--- config.mk ---
export PLATFORM = sky130hd
export DESIGN_NAME = calendar_date_stepper
export DESIGN_NICKNAME = d
export VERILOG_FILES = /design/src/hw/rtl/cds_pkg.sv /design/src/hw/rtl/calendar_date_stepper.sv /design/src/hw/rtl/cds_daynum.sv
export SDC_FILE = /design/constraint.sdc
export NUM_CORES = 1
export LEC_CHECK = 0
export BUFFER_PORTS_ARGS = -buffer_cell sky130_fd_sc_hd__buf_2
export CAP_MARGIN = 20
export CELL_PAD_IN_SITES_DETAIL_PLACEMENT = 0
export CELL_PAD_IN_SITES_GLOBAL_PLACEMENT = 2
export CORE_ASPECT_RATIO = 1.4
export CORE_MARGIN = 2
export CORE_UTILIZATION = 30
export CTS_CLUSTER_SIZE = 20
export DETAILED_ROUTE_END_ITERATION = 8
export PLACE_DENSITY_LB_ADDON = 0.05
export SLEW_MARGIN = 30
export SYNTH_ARGS = -nofsm -noshare
export SYNTH_HDL_FRONTEND = slang
export SYNTH_SLANG_ARGS = --single-unit
--- constraint.sdc ---
create_clock -name clk -period 10.3 [get_ports clk]
set_input_delay 2.06 -clock clk [delete_from_list [all_inputs] [get_ports clk]]
set_output_delay 2.06 -clock clk [all_outputs]
set_load 0.03 [all_outputs]
--- src/hw/rtl/cds_pkg.sv ---
`timescale 1ns / 1ps

package cds_pkg;

    localparam int DAY_W  = 5;
    localparam int MON_W  = 4;
    localparam int YEAR_W = 14;
    localparam int CNT_W  = 16;
    localparam int DIST_W = 22;
    localparam int NUM_W  = 23;
    localparam int DOY_W  = 9;

    localparam logic [YEAR_W-1:0] MAX_YEAR = 14'd9999;
    localparam logic [YEAR_W-1:0] MIN_YEAR = 14'd1;
    localparam logic [MON_W-1:0]  MONTH_JAN = 4'd1;
    localparam logic [MON_W-1:0]  MONTH_FEB = 4'd2;
    localparam logic [MON_W-1:0]  MONTH_DEC = 4'd12;
    localparam logic [DAY_W-1:0]  DAY_FIRST = 5'd1;
    localparam logic [DAY_W-1:0]  DAY_LAST_DEC = 5'd31;
    localparam logic [DOY_W-1:0]  YEAR_LEN = 9'd365;

    // Division by 100 is a multiplication by 5243 / 2^19. For years below
    // 16384 the quotient is exact, and the low 19 product bits stay below
    // 5243 exactly when the year is a multiple of 100.
    localparam int RECIP_W = 13;
    localparam int PROD_W  = YEAR_W + RECIP_W;
    localparam int FRAC_W  = 19;
    localparam int QUOT_W  = PROD_W - FRAC_W;
    localparam logic [RECIP_W-1:0] RECIP100 = 13'd5243;

    localparam logic [DIST_W-1:0] DIST_MAX = {DIST_W{1'b1}};

    typedef enum logic [1:0] {
        CMD_LOAD    = 2'd0,
        CMD_ADVANCE = 2'd1,
        CMD_RETREAT = 2'd2,
        CMD_COMPARE = 2'd3
    } cmd_t;

    typedef enum logic [1:0] {
        REL_EQUAL   = 2'd0,
        REL_LATER   = 2'd1,
        REL_EARLIER = 2'd2
    } relation_t;

    // Packed year, month, day: comparing two of these as numbers orders
    // them by year, then month, then day.
    typedef struct packed {
        logic [YEAR_W-1:0] year;
        logic [MON_W-1:0]  month;
        logic [DAY_W-1:0]  day;
    } date_t;

    // Leap test from the year and its product with the reciprocal of 100.
    function automatic logic leap_from_prod(input logic [YEAR_W-1:0] y,
                                            input logic [PROD_W-1:0] prod);
        logic not_century;
        logic quad_century;
        not_century  = prod[FRAC_W-1:0] >= FRAC_W'(RECIP100);
        quad_century = prod[FRAC_W+1:FRAC_W] == 2'b00;
        return (y[1:0] == 2'b00) && (not_century || quad_century);
    endfunction

    function automatic logic [DAY_W-1:0] month_len(input logic [MON_W-1:0] m,
                                                   input logic leap);
        logic [DAY_W-1:0] len;
        case (m)
            4'd1, 4'd3, 4'd5, 4'd7, 4'd8, 4'd10, 4'd12: len = 5'd31;
            4'd4, 4'd6, 4'd9, 4'd11:                    len = 5'd30;
            4'd2:                                       len = leap ? 5'd29 : 5'd28;
            default:                                    len = 5'd0;
        endcase
        return len;
    endfunction

    // Days in the months before month m of a common year.
    function automatic logic [DOY_W-1:0] cum_days(input logic [MON_W-1:0] m);
        logic [DOY_W-1:0] days;
        case (m)
            4'd1:    days = 9'd0;
            4'd2:    days = 9'd31;
            4'd3:    days = 9'd59;
            4'd4:    days = 9'd90;
            4'd5:    days = 9'd120;
            4'd6:    days = 9'd151;
            4'd7:    days = 9'd181;
            4'd8:    days = 9'd212;
            4'd9:    days = 9'd243;
            4'd10:   days = 9'd273;
            4'd11:   days = 9'd304;
            4'd12:   days = 9'd334;
            default: days = 9'd0;
        endcase
        return days;
    endfunction

    function automatic logic date_ok(input date_t dt, input logic leap);
        return (dt.year >= MIN_YEAR) && (dt.year <= MAX_YEAR) &&
               (dt.day != 5'd0) && (dt.day <= month_len(dt.month, leap));
    endfunction

endpackage

--- src/hw/rtl/calendar_date_stepper.sv ---
`timescale 1ns / 1ps
// Load: done pulses in the cycle after the accept edge. Compare: done pulses
// after states CMPA to CMPD. Advance and retreat: each STEP crosses a month or
// skips a whole year, with LEAP after each change of year. For compares and for
// steps from a valid stored date, busy stays high from the accept edge until the
// cycle in which done pulses. One beat is in flight at a time, and the receiver
// cannot stall it. Reset (asynchronous, active low) sets the date to 1 January 2000.
module calendar_date_stepper import cds_pkg::*;
(
    input  logic              clk,
    input  logic              rst_n,
    input  logic              start,
    output logic              busy,
    input  logic [1:0]        command,
    input  logic [DAY_W-1:0]  day_in,
    input  logic [MON_W-1:0]  month_in,
    input  logic [YEAR_W-1:0] year_in,
    input  logic [CNT_W-1:0]  step_count,
    output logic              done,
    output logic [DAY_W-1:0]  day_out,
    output logic [MON_W-1:0]  month_out,
    output logic [YEAR_W-1:0] year_out,
    output logic              date_valid,
    output logic [1:0]        relation,
    output logic [DIST_W-1:0] days_between,
    output logic              limit_hit
);

    // The sequencer. STEP walks the stored date a month (or a whole year)
    // per cycle, but after a year change LEAP refreshes the cached leap flag;
    // the four CMP states feed both dates through the day-number pipeline.
    typedef enum logic [6:0] {
        S_IDLE = 7'b0000001,
        S_STEP = 7'b0000010,
        S_LEAP = 7'b0000100,
        S_CMPA = 7'b0001000,
        S_CMPB = 7'b0010000,
        S_CMPC = 7'b0100000,
        S_CMPD = 7'b1000000
    } state_t;

    state_t            state_reg, state_next;
    logic              done_reg, done_next;
    logic [DAY_W-1:0]  cur_day_reg, cur_day_next;
    logic [MON_W-1:0]  cur_month_reg, cur_month_next;
    logic [YEAR_W-1:0] cur_year_reg, cur_year_next;
    logic              leap_reg, leap_next;
    cmd_t              cmd_reg, cmd_next;
    logic [CNT_W-1:0]  rem_reg, rem_next;
    date_t             gdate_reg, gdate_next;
    logic              gvalid_reg, gvalid_next;
    logic [NUM_W-1:0]  na_reg, na_next;
    relation_t         relation_reg, relation_next;
    logic [DIST_W-1:0] between_reg, between_next;
    logic              limit_reg, limit_next;

    date_t             cur_date;
    date_t             in_date;
    logic              cur_valid;
    logic [YEAR_W-1:0] year_sel;
    logic [PROD_W-1:0] year_prod;
    logic              year_leap;
    logic [DAY_W-1:0]  mlen;
    logic [DAY_W-1:0]  prev_mlen;
    logic [CNT_W-1:0]  left_cnt;
    logic [CNT_W-1:0]  day_cnt;
    logic [CNT_W-1:0]  ylen;
    date_t             dn_date;
    logic [NUM_W-1:0]  dn_number;
    logic [NUM_W-1:0]  day_gap;

    assign cur_date  = '{year: cur_year_reg, month: cur_month_reg, day: cur_day_reg};
    assign in_date   = '{year: year_in, month: month_in, day: day_in};
    assign cur_valid = date_ok(cur_date, leap_reg);

    // One leap-test multiplier, shared: it looks at the incoming year while
    // idle and at the stored year while the stepper is running.
    assign year_sel  = (state_reg == S_IDLE) ? year_in : cur_year_reg;
    assign year_prod = PROD_W'(year_sel) * PROD_W'(RECIP100);
    assign year_leap = leap_from_prod(year_sel, year_prod);

    assign mlen      = month_len(cur_month_reg, leap_reg);
    assign prev_mlen = month_len(cur_month_reg - 1'b1, leap_reg);
    assign left_cnt  = CNT_W'(mlen - cur_day_reg);
    assign day_cnt   = CNT_W'(cur_day_reg);
    assign ylen      = CNT_W'(YEAR_LEN) + CNT_W'(leap_reg);

    // The stored date enters the pipeline first, the given date in the cycle after.
    assign dn_date = (state_reg == S_CMPA) ? cur_date : gdate_reg;

    cds_daynum u_daynum
    (
        .clk    (clk),
        .date   (dn_date),
        .number (dn_number)
    );

    assign day_gap = (na_reg >= dn_number) ? (na_reg - dn_number) : (dn_number - na_reg);

    always_comb
    begin
        state_next     = state_reg;
        done_next      = 1'b0;
        cur_day_next   = cur_day_reg;
        cur_month_next = cur_month_reg;
        cur_year_next  = cur_year_reg;
        leap_next      = leap_reg;
        cmd_next       = cmd_reg;
        rem_next       = rem_reg;
        gdate_next     = gdate_reg;
        gvalid_next    = gvalid_reg;
        na_next        = na_reg;
        relation_next  = relation_reg;
        between_next   = between_reg;
        limit_next     = limit_reg;

        case (state_reg)
            S_IDLE:
            begin
                if (start)
                begin
                    cmd_next      = cmd_t'(command);
                    rem_next      = step_count;
                    gdate_next    = in_date;
                    gvalid_next   = date_ok(in_date, year_leap);
                    relation_next = REL_EQUAL;
                    between_next  = '0;
                    limit_next    = 1'b0;
                    case (cmd_t'(command))
                        CMD_LOAD:
                        begin
                            cur_day_next   = day_in;
                            cur_month_next = month_in;
                            cur_year_next  = year_in;
                            leap_next      = year_leap;
                            done_next      = 1'b1;
                        end
                        CMD_ADVANCE, CMD_RETREAT:
                        begin
                            // An invalid stored date is left as it is.
                            if (cur_valid)
                            begin
                                state_next = S_STEP;
                            end
                            else
                            begin
                                done_next = 1'b1;
                            end
                        end
                        CMD_COMPARE:
                        begin
                            if (cur_date == in_date)
                            begin
                                relation_next = REL_EQUAL;
                            end
                            else if (cur_date > in_date)
                            begin
                                relation_next = REL_LATER;
                            end
                            else
                            begin
                                relation_next = REL_EARLIER;
                            end
                            state_next = S_CMPA;
                        end
                        default:
                        begin
                            done_next = 1'b1;
                        end
                    endcase
                end
            end

            S_STEP:
            begin
                if (cmd_reg == CMD_ADVANCE)
                begin
                    if (rem_reg == '0)
                    begin
                        done_next  = 1'b1;
                        state_next = S_IDLE;
                    end
                    else if (cur_month_reg == MONTH_JAN && cur_day_reg == DAY_FIRST &&
                             cur_year_reg < MAX_YEAR && rem_reg >= ylen)
                    begin
                        // From 1 January a whole year moves in one step.
                        rem_next      = rem_reg - ylen;
                        cur_year_next = cur_year_reg + 1'b1;
                        state_next    = S_LEAP;
                    end
                    else if (rem_reg <= left_cnt)
                    begin
                        cur_day_next = cur_day_reg + rem_reg[DAY_W-1:0];
                        rem_next     = '0;
                        done_next    = 1'b1;
                        state_next   = S_IDLE;
                    end
                    else if (cur_month_reg == MONTH_DEC)
                    begin
                        if (cur_year_reg == MAX_YEAR)
                        begin
                            // Past the last representable day: clamp there.
                            cur_day_next = mlen;
                            limit_next   = 1'b1;
                            done_next    = 1'b1;
                            state_next   = S_IDLE;
                        end
                        else
                        begin
                            rem_next       = rem_reg - left_cnt - 1'b1;
                            cur_day_next   = DAY_FIRST;
                            cur_month_next = MONTH_JAN;
                            cur_year_next  = cur_year_reg + 1'b1;
                            state_next     = S_LEAP;
                        end
                    end
                    else
                    begin
                        rem_next       = rem_reg - left_cnt - 1'b1;
                        cur_day_next   = DAY_FIRST;
                        cur_month_next = cur_month_reg + 1'b1;
                    end
                end
                else
                begin
                    if (rem_reg < day_cnt)
                    begin
                        cur_day_next = cur_day_reg - rem_reg[DAY_W-1:0];
                        rem_next     = '0;
                        done_next    = 1'b1;
                        state_next   = S_IDLE;
                    end
                    else if (cur_month_reg == MONTH_DEC && cur_day_reg == DAY_LAST_DEC &&
                             cur_year_reg > MIN_YEAR && rem_reg >= ylen)
                    begin
                        // From 31 December a whole year moves back in one step.
                        rem_next      = rem_reg - ylen;
                        cur_year_next = cur_year_reg - 1'b1;
                        state_next    = S_LEAP;
                    end
                    else if (cur_month_reg == MONTH_JAN)
                    begin
                        if (cur_year_reg == MIN_YEAR)
                        begin
                            // Before the first day of year 1: clamp there.
                            cur_day_next = DAY_FIRST;
                            limit_next   = 1'b1;
                            done_next    = 1'b1;
                            state_next   = S_IDLE;
                        end
                        else
                        begin
                            rem_next       = rem_reg - day_cnt;
                            cur_day_next   = DAY_LAST_DEC;
                            cur_month_next = MONTH_DEC;
                            cur_year_next  = cur_year_reg - 1'b1;
                            state_next     = S_LEAP;
                        end
                    end
                    else
                    begin
                        rem_next       = rem_reg - day_cnt;
                        cur_day_next   = prev_mlen;
                        cur_month_next = cur_month_reg - 1'b1;
                    end
                end
            end

            S_LEAP:
            begin
                leap_next  = year_leap;
                state_next = S_STEP;
            end

            S_CMPA:
            begin
                state_next = S_CMPB;
            end

            S_CMPB:
            begin
                state_next = S_CMPC;
            end

            S_CMPC:
            begin
                // The stored date's day number leaves the pipeline now.
                na_next    = dn_number;
                state_next = S_CMPD;
            end

            S_CMPD:
            begin
                if (gvalid_reg && cur_valid)
                begin
                    between_next = (day_gap > NUM_W'(DIST_MAX)) ? DIST_MAX :
                                   day_gap[DIST_W-1:0];
                end
                done_next  = 1'b1;
                state_next = S_IDLE;
            end

            default:
            begin
                state_next = S_IDLE;
            end
        endcase
    end

    always_ff @(posedge clk or negedge rst_n)
    begin
        if (!rst_n)
        begin
            state_reg     <= S_IDLE;
            done_reg      <= 1'b0;
            cur_day_reg   <= DAY_FIRST;
            cur_month_reg <= MONTH_JAN;
            cur_year_reg  <= 14'd2000;
            leap_reg      <= 1'b1;
            cmd_reg       <= CMD_LOAD;
            relation_reg  <= REL_EQUAL;
            between_reg   <= '0;
            limit_reg     <= 1'b0;
        end
        else
        begin
            state_reg     <= state_next;
            done_reg      <= done_next;
            cur_day_reg   <= cur_day_next;
            cur_month_reg <= cur_month_next;
            cur_year_reg  <= cur_year_next;
            leap_reg      <= leap_next;
            cmd_reg       <= cmd_next;
            relation_reg  <= relation_next;
            between_reg   <= between_next;
            limit_reg     <= limit_next;
        end
    end

    // Working data of the running command needs no reset.
    always_ff @(posedge clk)
    begin
        rem_reg    <= rem_next;
        gdate_reg  <= gdate_next;
        gvalid_reg <= gvalid_next;
        na_reg     <= na_next;
    end

    assign busy         = (state_reg != S_IDLE);
    assign done         = done_reg;
    assign day_out      = cur_day_reg;
    assign month_out    = cur_month_reg;
    assign year_out     = cur_year_reg;
    assign date_valid   = cur_valid;
    assign relation     = relation_reg;
    assign days_between = between_reg;
    assign limit_hit    = limit_reg;

`ifndef SYNTHESIS
    // A result beat never overlaps a running command.
    a_done_idle: assert property (@(posedge clk) disable iff (!rst_n)
        done |-> !busy)
        else $error("done while busy");

    // A load answers in the very next cycle.
    a_load_latency: assert property (@(posedge clk) disable iff (!rst_n)
        (start && !busy && command == CMD_LOAD) |=> done)
        else $error("load did not finish in one cycle");

    // A compare runs the fixed pipeline sequence.
    a_cmp_latency: assert property (@(posedge clk) disable iff (!rst_n)
        (start && !busy && command == CMD_COMPARE) |=> ##4 done)
        else $error("compare latency wrong");

    // Stepping only ever walks through real dates with a current leap flag.
    a_step_valid: assert property (@(posedge clk) disable iff (!rst_n)
        (state_reg == S_STEP) |-> cur_valid)
        else $error("stepper left the calendar");

    // A clamped step lands on one of the two range boundaries.
    a_limit_edge: assert property (@(posedge clk) disable iff (!rst_n)
        (done && limit_hit) |->
            ((year_out == MAX_YEAR && month_out == MONTH_DEC && day_out == DAY_LAST_DEC) ||
             (year_out == MIN_YEAR && month_out == MONTH_JAN && day_out == DAY_FIRST)))
        else $error("limit flag away from boundary");
`endif

endmodule

--- src/hw/rtl/cds_daynum.sv ---
`timescale 1ns / 1ps

// Two-stage pipeline that turns a valid date into its day number,
// counting 1 January of year 1 as day 0.
module cds_daynum import cds_pkg::*;
(
    input  logic             clk,
    input  date_t            date,
    output logic [NUM_W-1:0] number
);

    logic [YEAR_W-1:0] p;
    logic [YEAR_W-1:0] p_reg;
    logic [NUM_W-1:0]  p365_reg;
    logic [PROD_W-1:0] prod_reg;
    logic [DOY_W-1:0]  doy_reg;
    logic              late_reg;
    logic [NUM_W-1:0]  number_reg;

    logic [QUOT_W-1:0] q100;
    logic [PROD_W-1:0] prod_y;
    logic              leap;

    assign p = date.year - 1'b1;

    always_ff @(posedge clk)
    begin
        p_reg    <= p;
        p365_reg <= NUM_W'(p) * NUM_W'(YEAR_LEN);
        prod_reg <= PROD_W'(p) * PROD_W'(RECIP100);
        doy_reg  <= cum_days(date.month) + DOY_W'(date.day) - DOY_W'(1);
        late_reg <= date.month > MONTH_FEB;
    end

    // The product for the year itself is the one for year - 1 plus one step.
    assign q100   = prod_reg[PROD_W-1:FRAC_W];
    assign prod_y = prod_reg + PROD_W'(RECIP100);
    assign leap   = leap_from_prod(p_reg + 1'b1, prod_y);

    always_ff @(posedge clk)
    begin
        number_reg <= p365_reg + NUM_W'(p_reg[YEAR_W-1:2]) - NUM_W'(q100)
                      + NUM_W'(q100[QUOT_W-1:2]) + NUM_W'(doy_reg)
                      + NUM_W'(leap && late_reg);
    end

    assign number = number_reg;

endmodule
==> reports/results.txt, run 1 <==
Status - finished clean
Initial Util - 30.21%
Rel. slew slack - 37.46%
Root buffer cell - clkbuf_16
Crit path kind - input pin to register
Htree depth - 1
Register area share after synthesis - 20.42%
Critical path endpoint category - register
Clk slew on worst S/H paths - 0.06 ns
HPWL after DPL - 68,630 µm
# hold bufs at CTS - 0
Via count - 20,530
Critical Path RT - 10.78 ns
First-pass GRT wire length - 129,100 µm
EDFF count, synth - 63
Cell taking the most area after synthesis - ha_1
YS warnings - 0
Flop2flop setup slack - 1.78 ns
GPL Wtd Cong - 0.8477
Final worst-path cycle share - 83.01%
DR vias/cell - 4.989
Fmax - 117.0 MHz
Die X - 251.7 µm
Number of core rows - 127
Vias in the first global route - 21,840
GR Overflow Total - 0
Flip-flop count of the largest register after layout - 26
Yosys top cell area share - 19.61%
HP Class - register to register
Top_reg_cell synth - dfxtp_1
Fin nets - 3,632
PostCTS Resize Cnt - 0
Fraction of layout cells with a size suffix above 1 - 7.455%
Commonest cells in the netlist - inv_1 (490), ha_1 (404), a21oi_1 (209)
Final setup fails - 0
Placed Instances - 4,060
RSZ-0062 raised after global routing - false
Slew Viols, Final - 0
Io pins - 95
Worst Setup SP - year_in[9]
Top-count cell post-synth - inv_1
Final Hold Vio Count - 0
Setup WS pre-CTS - 1.033 ns
Number of DRC markers in iteration 0 - 797
Routed Antenna Nets - 0
Worst r2r src - state_reg[1]
Die H - 350.8 µm
Fraction of registers with async set/reset - 27.31%
Initial antenna violation count - 3
Most frequent cell on the critical path - inv_1
Clock sinks - 216
CTS tree - built
Die ar. - 88,310 µm²
Post-synth net total - 3,559
Worst hold slack - 0.4407 ns
Crit path to - gvalid_reg
Crit-path slowest cell - fa_1
Mean Syn Cell Area - 8.818 µm²
Skew final - 0.05918 ns
Num CTS Buffers - 30
CP Max Fanout - 6
Hold Startpoint - u_daynum.number[22]
Detailed-route DRC error count - 0
Core area - 85,330 µm²
Worst skew pair latency - 0.65 ns
Crit path launch type - input pin
Worst-Margin Slew - 0.9283 ns
Setup WS post-layout - 1.750 ns
Filler cells - 8,976
Reg2Reg Depth - 27
Max Root-Sink Buffers - 3
Max Cap Violations - 0
Mapped Area - 25,770 µm²
Number of detailed-route iterations in the first pass - 5
Layout Cells excl Fill - 4,115
Post-synth cell types - 90
Drt total wl - 82,780 µm
Setup tns final - 0 ns
Largest net degree at the start of global routing - 60
Area Overhead vs Synth - 10.53%
Post-CTS setup buffer count - 0
Worst path max stage delay - 0.53 ns
FF+latch count, synth - 216
DR WL/cell - 20.12 µm
Post-Syn Instances - 2,923
PortBufs - 94
Critical Path AT - 9.03 ns
Reg2reg end - u_daynum.prod_reg[25]
Fin crit period - 8.550 ns
GRT Resource Usage Total - 18.88%
Synth area leaders - ha_1 (20%), fa_1 (15%), edfxtp_1 (7.3%)
-- layer usage --
metal	vias to the layer above	part of all wire [%]	global-route usage (%)	routed length, µm
met4	2	2.7	5.296	2225
met2	292	54	37.25	44920
met5	-	0.021	0	17
met3	86	2.8	1.976	2350
met1	10010	40	21.14	33260
li1	10140	-	-	-
-- layout by cell type (no fill, tap or decap), drive strengths merged, types with 9 or more instances in the layout --
cell and count:
inv 492, ha 404, a21oi 209, fa 188
nor2 170, nand2 145, o21ai 145, buf 128
xnor2 108, dfxtp 94, nand3 74, xor2 67
edfxtp 63, nor3 62, a21o 61, dfrtp 49
a31oi 47, mux2i 45, clkbuf 41, nand4 31
nor2b 28, o21a 24, and3 23, o211ai 23
a211oi 21, nand2b 20, o21bai 19, o31ai 17
and2 17, nor4 16, mux2 12, nand3b 11
o22ai 10, dfstp 10, or3 9, a221oi 9
-- metrics by stage --
step	utilization, %	area (µm²)
after floorplan	-	25770
after global placement	32.23	27500
after detailed placement	32.24	27510
after CTS	33.38	28480
after global routing	33.39	28490
final	33.39	28490
-- logic make-up after synthesis --
family	after synthesis	synth area share, %
AOI/OAI and AO/OA	663	16.20
and+or+nand+nor	639	12.22
adders and majority gates	594	34.29
buffers and inverters	579	8.655
DFF	216	20.42
xor gates and xnor gates	175	5.947
muxes	57	2.272
-- worst max-delay path, delay by kind of cell --
kind | cells | cell delay, ns
AO/OA/AOI/OAI | 13 | 2.38
XOR/XNOR | 1 | 0.18
adder cells (fa/ha/maj) | 7 | 2.77
buffers and inverters | 8 | 0.89
AND/OR/NAND/NOR | 5 | 0.76
-- area by class of cell --
| cell class | count | area (µm²) | area share (%) |
|---|---|---|---|
| clock inverter | 13 | 148.9 | 0.5226 |
| antenna | 1 | 2.502 | 0.008784 |
| clock buffer | 41 | 823.3 | 2.890 |
| sequential | 216 | 5263 | 18.47 |
| inverter | 492 | 1847 | 6.482 |
| multi-input combinational | 2128 | 18300 | 64.25 |
| tap | 1096 | 1371 | 4.814 |
| timing repair buffer | 128 | 729.5 | 2.560 |
-- how the worst min path moves through the flow --
stage / to / depth (start not counted)
2_1_floorplan: na_reg[22] / 0
3_3_place_gp: na_reg[22] / 0
3_5_place_dp: na_reg[22] / 0
4_1_cts: na_reg[22] / 0
5_1_grt: na_reg[22] / 0
6_report: na_reg[22] / 0
Power of run 1 is left out: the tool's default activity adds up to more than one toggle a clock period on the data nets, which glitch-free logic cannot reach.
==> inputs of run 2 (changes only) <==
==> constraint.sdc (replaced) <==
create_clock -name clk -period 8.4 [get_ports clk]
set_input_delay 1.68 -clock clk [delete_from_list [all_inputs] [get_ports clk]]
set_output_delay 1.68 -clock clk [all_outputs]
set_load 0.03 [all_outputs]
==> reports/results.txt, run 2 (synthesized netlist as in run 1, its figures left out) <==
Status - finished clean
Post-route cell area - 29,010 µm²
Filler cells - 9,013
Number of core rows - 127
Rel. slew slack - 34.13%
Final Hold Vio Count - 0
HP Class - register to register
Flop2flop setup slack - 0.70 ns
FF/Latch Area - 5263 µm²
Die H - 350.8 µm
Core area - 85,330 µm²
Flip-flop count of the largest register after layout - 26
Reg2Reg Depth - 26
PortBufs - 94
Drt total wl - 82,180 µm
Fin nets - 3,687
Critical path endpoint category - register
Initial antenna violation count - 1
Die ar. - 88,310 µm²
Number of DRC markers in iteration 0 - 861
CP Max Fanout - 20
DR vias/cell - 4.956
Die X - 251.7 µm
Clock sinks - 216
Via count - 20,680
Root buffer cell - clkbuf_16
Max Cap Violations - 0
GR Overflow Total - 0
RSZ-0062 raised after global routing - false
Setup WS post-layout - 0.7017 ns
Max Root-Sink Buffers - 3
Critical Path RT - 8.88 ns
Vias in the first global route - 22,160
Number of detailed-route iterations in the first pass - 4
Final worst-path cycle share - 91.65%
GRT Resource Usage Total - 18.75%
DR WL/cell - 19.70 µm
Detailed-route DRC error count - 0
Hold Startpoint - u_daynum.number[14]
Final setup fails - 0
Crit path launch type - register
First-pass GRT wire length - 128,100 µm
Area after detailed placement - 27,950 µm²
Largest net degree at the start of global routing - 60
Area of the multi-input gates - 18,340 µm²
Routed Antenna Nets - 0
Most frequent cells in the layout - inv_1 (489), ha_1 (404), a21oi_1 (209)
Fin crit period - 7.698 ns
Skew final - 0.05527 ns
Layout Cells excl Fill - 4,172
Num CTS Buffers - 30
Worst Setup SP - state_reg[1]
Crit path kind - register to register
HPWL after DPL - 69,090 µm
# hold bufs at CTS - 0
Fraction of layout cells with a size suffix above 1 - 9.561%
Io pins - 95
Setup WS pre-CTS - 0.01434 ns
Htree depth - 1
Fmax - 129.9 MHz
Cells on Worst Hold Path - 0
Reg2reg end - u_daynum.prod_reg[23]
Setup tns final - 0 ns
Most common cell after layout, fill and taps aside - inv_1
Worst skew pair latency - 0.64 ns
Critical Path AT - 8.18 ns
Hold Path Sink - na_reg[14]
GPL Wtd Cong - 0.8246
Worst-Margin Slew - 0.9632 ns
Placed Instances - 4,115
CTS tree - built
Slew Viols, Final - 0
Clk slew on worst S/H paths - 0.07 ns
Initial Util - 30.21%
Area Overhead vs Synth - 12.53%
Worst r2r src - state_reg[1]
run 2: cell types whose count changed in the layout (fill, tap and decap cells not counted), sizes merged:
cell	previous run	this run
clkinv	7	11
clkinvlp	4	5
inv	492	493
clkbuf	41	36
bufinv	2	3
buf	128	183
run 2: area by class of cell:
class                           count  area share [%]
Multi-Input combinational cell   2128           63.22
Sequential cell                   216           18.14
Inverter                          492           6.367
Tap cell                         1096           4.728
Timing Repair Buffer              183           3.969
Clock buffer                       36           2.804
Clock inverter                     20          0.7592
Antenna cell                        1        0.008627
run 2: metrics by stage:
step	hold WS (ns)	utilization (%)
after detailed placement	0.4557	32.75
after CTS	0.4739	33.96
after global routing	0.4816	33.99
final	0.4566	33.99
after floorplan	0.4082	-
after global placement	0.4493	32.72
run 2: worst max path at each step:
stage	end	slack, ns	cells after the start
after floorplan	gvalid_reg	0.64	30
after global placement	gvalid_reg	-0.04	32
after detailed placement	gvalid_reg	0.01	32
after CTS	u_daynum.prod_reg[26]	0.37	27
after global routing	u_daynum.p365_reg[21]	0.03	30
final	u_daynum.prod_reg[23]	0.70	26
run 2: per-layer routing:
layer  vias to the layer above  GRT usage (%)  routed length [µm]
li1                      10250              -                   -
met1                     10120          20.97               32930
met2                       221          37.61               45440
met3                        83          1.487                1884
met4                         0          4.725                1918
met5                         -              0                   0
run 2: critical path, cell delays in order (launching register included):
cell	delay, ns
dfrtp_1	0.43
nor3_1	0.27
nand4b_1	0.20
buf_12	0.21
mux2i_2	0.34
ha_1	0.25
o21ai_0	0.15
nor2_1	0.23
o21a_1	0.19
nor2b_1	0.23
o21a_1	0.17
xnor2_1	0.27
ha_1	0.37
fa_1	0.62
fa_1	0.47
fa_1	0.48
fa_1	0.51
ha_1	0.37
nand3_1	0.11
nor2_1	0.06
a221oi_1	0.32
o21bai_1	0.14
a31oi_1	0.24
o21ai_0	0.19
a21o_1	0.23
a21oi_1	0.17
xnor2_1	0.27
run 2: timing repair:
| item | 4_1_cts | 5_1_grt |
|---|---|---|
| endpoints found under the setup margin | 0 | 5 |
| buffers inserted | 0 | 0 |
| gates resized for setup | 0 | 4 |
Power of run 2 is left out for the same reason.
==> inputs of run 3 (changes only) <==
--- a/config.mk
+++ b/config.mk
@@ -5,7 +5,7 @@
 export SDC_FILE = /design/constraint.sdc
 export NUM_CORES = 1
 export LEC_CHECK = 0
-export BUFFER_PORTS_ARGS = -buffer_cell sky130_fd_sc_hd__buf_2
+export BUFFER_PORTS_ARGS = -buffer_cell sky130_fd_sc_hd__buf_4
 export CAP_MARGIN = 20
 export CELL_PAD_IN_SITES_DETAIL_PLACEMENT = 0
 export CELL_PAD_IN_SITES_GLOBAL_PLACEMENT = 2
==> reports/results.txt, run 3 (synthesized netlist as in run 1, its figures left out) <==
Number of DRC markers in iteration 0 - 813
Htree depth - 1
Crit path launch type - register
CP Max Fanout - 20
Clock sinks - 216
Core area - 85,330 µm²
Area Overhead vs Synth - 13.24%
Initial Util - 30.21%
Max Root-Sink Buffers - 3
Final setup fails - 0
Ant diodes - 0
Worst-Margin Slew - 0.9158 ns
Die H - 350.8 µm
Reg2reg end - u_daynum.prod_reg[26]
Setup WS post-layout - 0.6164 ns
GRT Resource Usage Total - 18.85%
Met3 global-route usage - 1.584%
Hold Startpoint - u_daynum.number[22]
Status - finished clean
Most frequent cells in the layout - inv_1 (489), ha_1 (404), a21oi_1 (209)
Post-CTS setup buffer count - 0
GR Overflow Total - 0
Vias in the first global route - 22,160
HP Class - register to register
Setup WS pre-CTS - 0.01962 ns
Largest net degree at the start of global routing - 60
Placed Instances - 4,111
Routing usage on met1 - 21.59%
Crit path kind - register to register
HPWL after DPL - 68,510 µm
RSZ-0062 raised after global routing - false
Fin crit period - 7.784 ns
Setup tns final - 0 ns
Final Hold Vio Count - 0
Skew final - 0.06355 ns
Number of core rows - 127
Fraction of layout cells with a size suffix above 1 - 9.251%
Crit-path slowest cell - fa_1
PostCTS Resize Cnt - 0
Reg2Reg Depth - 27
Initial antenna violation count - 0
Clk slew on worst S/H paths - 0.06 ns
CP Buf/Inv Count - 2
Die X - 251.7 µm
Layout Cells excl Fill - 4,166
DR vias/cell - 5.008
Worst r2r src - state_reg[1]
Cells on Worst Hold Path - 0
Fin nets - 3,683
CTS tree - built
Routed Antenna Nets - 0
Detailed-route DRC error count - 0
Most common cell after layout, fill and taps aside - inv_1
Global Route met2 Usage - 36.79%
DR WL/cell - 19.75 µm
Via count - 20,860
Slew Viols, Final - 0
Critical path endpoint category - register
Max Cap Violations - 0
Fmax - 128.5 MHz
Worst path max stage delay - 0.57 ns
GPL Wtd Cong - 0.8257
Number of detailed-route iterations in the first pass - 5
Root buffer cell - clkbuf_16
Worst skew pair latency - 0.63 ns
Critical Path AT - 8.36 ns
Hold Path Sink - na_reg[22]
# hold bufs at CTS - 0
Critical Path RT - 8.98 ns
Flop2flop setup slack - 0.62 ns
GR peak layer - met2
Most frequent cell on the critical path - fa_1
Crit-path leading delay family - adder cells
Drt total wl - 82,300 µm
PortBufs - 94
Flip-flop count of the largest register after layout - 26
First-pass GRT wire length - 129,300 µm
Io pins - 95
Die ar. - 88,310 µm²
Final worst-path cycle share - 92.66%
Num CTS Buffers - 30
Rel. slew slack - 38.30%
run 3: changes by cell type in the layout (fill, tap and decap cells not counted), sizes merged:
cell      before  now
clkbuf        36   47
clkinv        11    5
buf          183  179
bufinv         3    1
clkinvlp       5    3
inv          493  491
diode          1    0
run 3: worst max-delay path by stage:
stage            startpoint                    end  slack, ns  depth (start not counted)
2_1_floorplan    year_in[8]             gvalid_reg       0.64                         30
4_1_cts        state_reg[1]  u_daynum.prod_reg[23]       0.30                         28
5_1_grt        state_reg[1]  u_daynum.prod_reg[26]       0.05                         27
3_3_place_gp    year_in[10]             gvalid_reg       0.03                         34
6_report       state_reg[1]  u_daynum.prod_reg[26]       0.62                         27
3_5_place_dp    year_in[10]             gvalid_reg       0.02                         34
run 3: stage by stage:
stage / utilization (%) / hold WS (ns) / area, µm²
2_1_floorplan: - / 0.4082 / 25770
6_report: 34.20 / 0.4568 / 29190
3_5_place_dp: 33.00 / 0.4467 / 28160
3_3_place_gp: 32.97 / 0.4367 / 28140
5_1_grt: 34.20 / 0.4623 / 29190
4_1_cts: 34.18 / 0.4607 / 29170
run 3: layout make-up:
class / count / area (µm²)
Clock buffer: 47 / 904.6
Clock inverter: 8 / 100.1
Fill cell: 8986 / 56140
Inverter: 492 / 1847
Multi-Input combinational cell: 2128 / 18340
Sequential cell: 216 / 5263
Tap cell: 1096 / 1371
Timing Repair Buffer: 179 / 1360
run 3: per-layer routing:
metal,vias to the layer above,wire length [µm],part of all wire [%]
met2,344,44530,54
met3,86,2214,2.7
met4,0,2285,2.8
li1,10240,-,-
met1,10190,33260,40
met5,-,0,0
Power of run 3 is left out for the same reason.
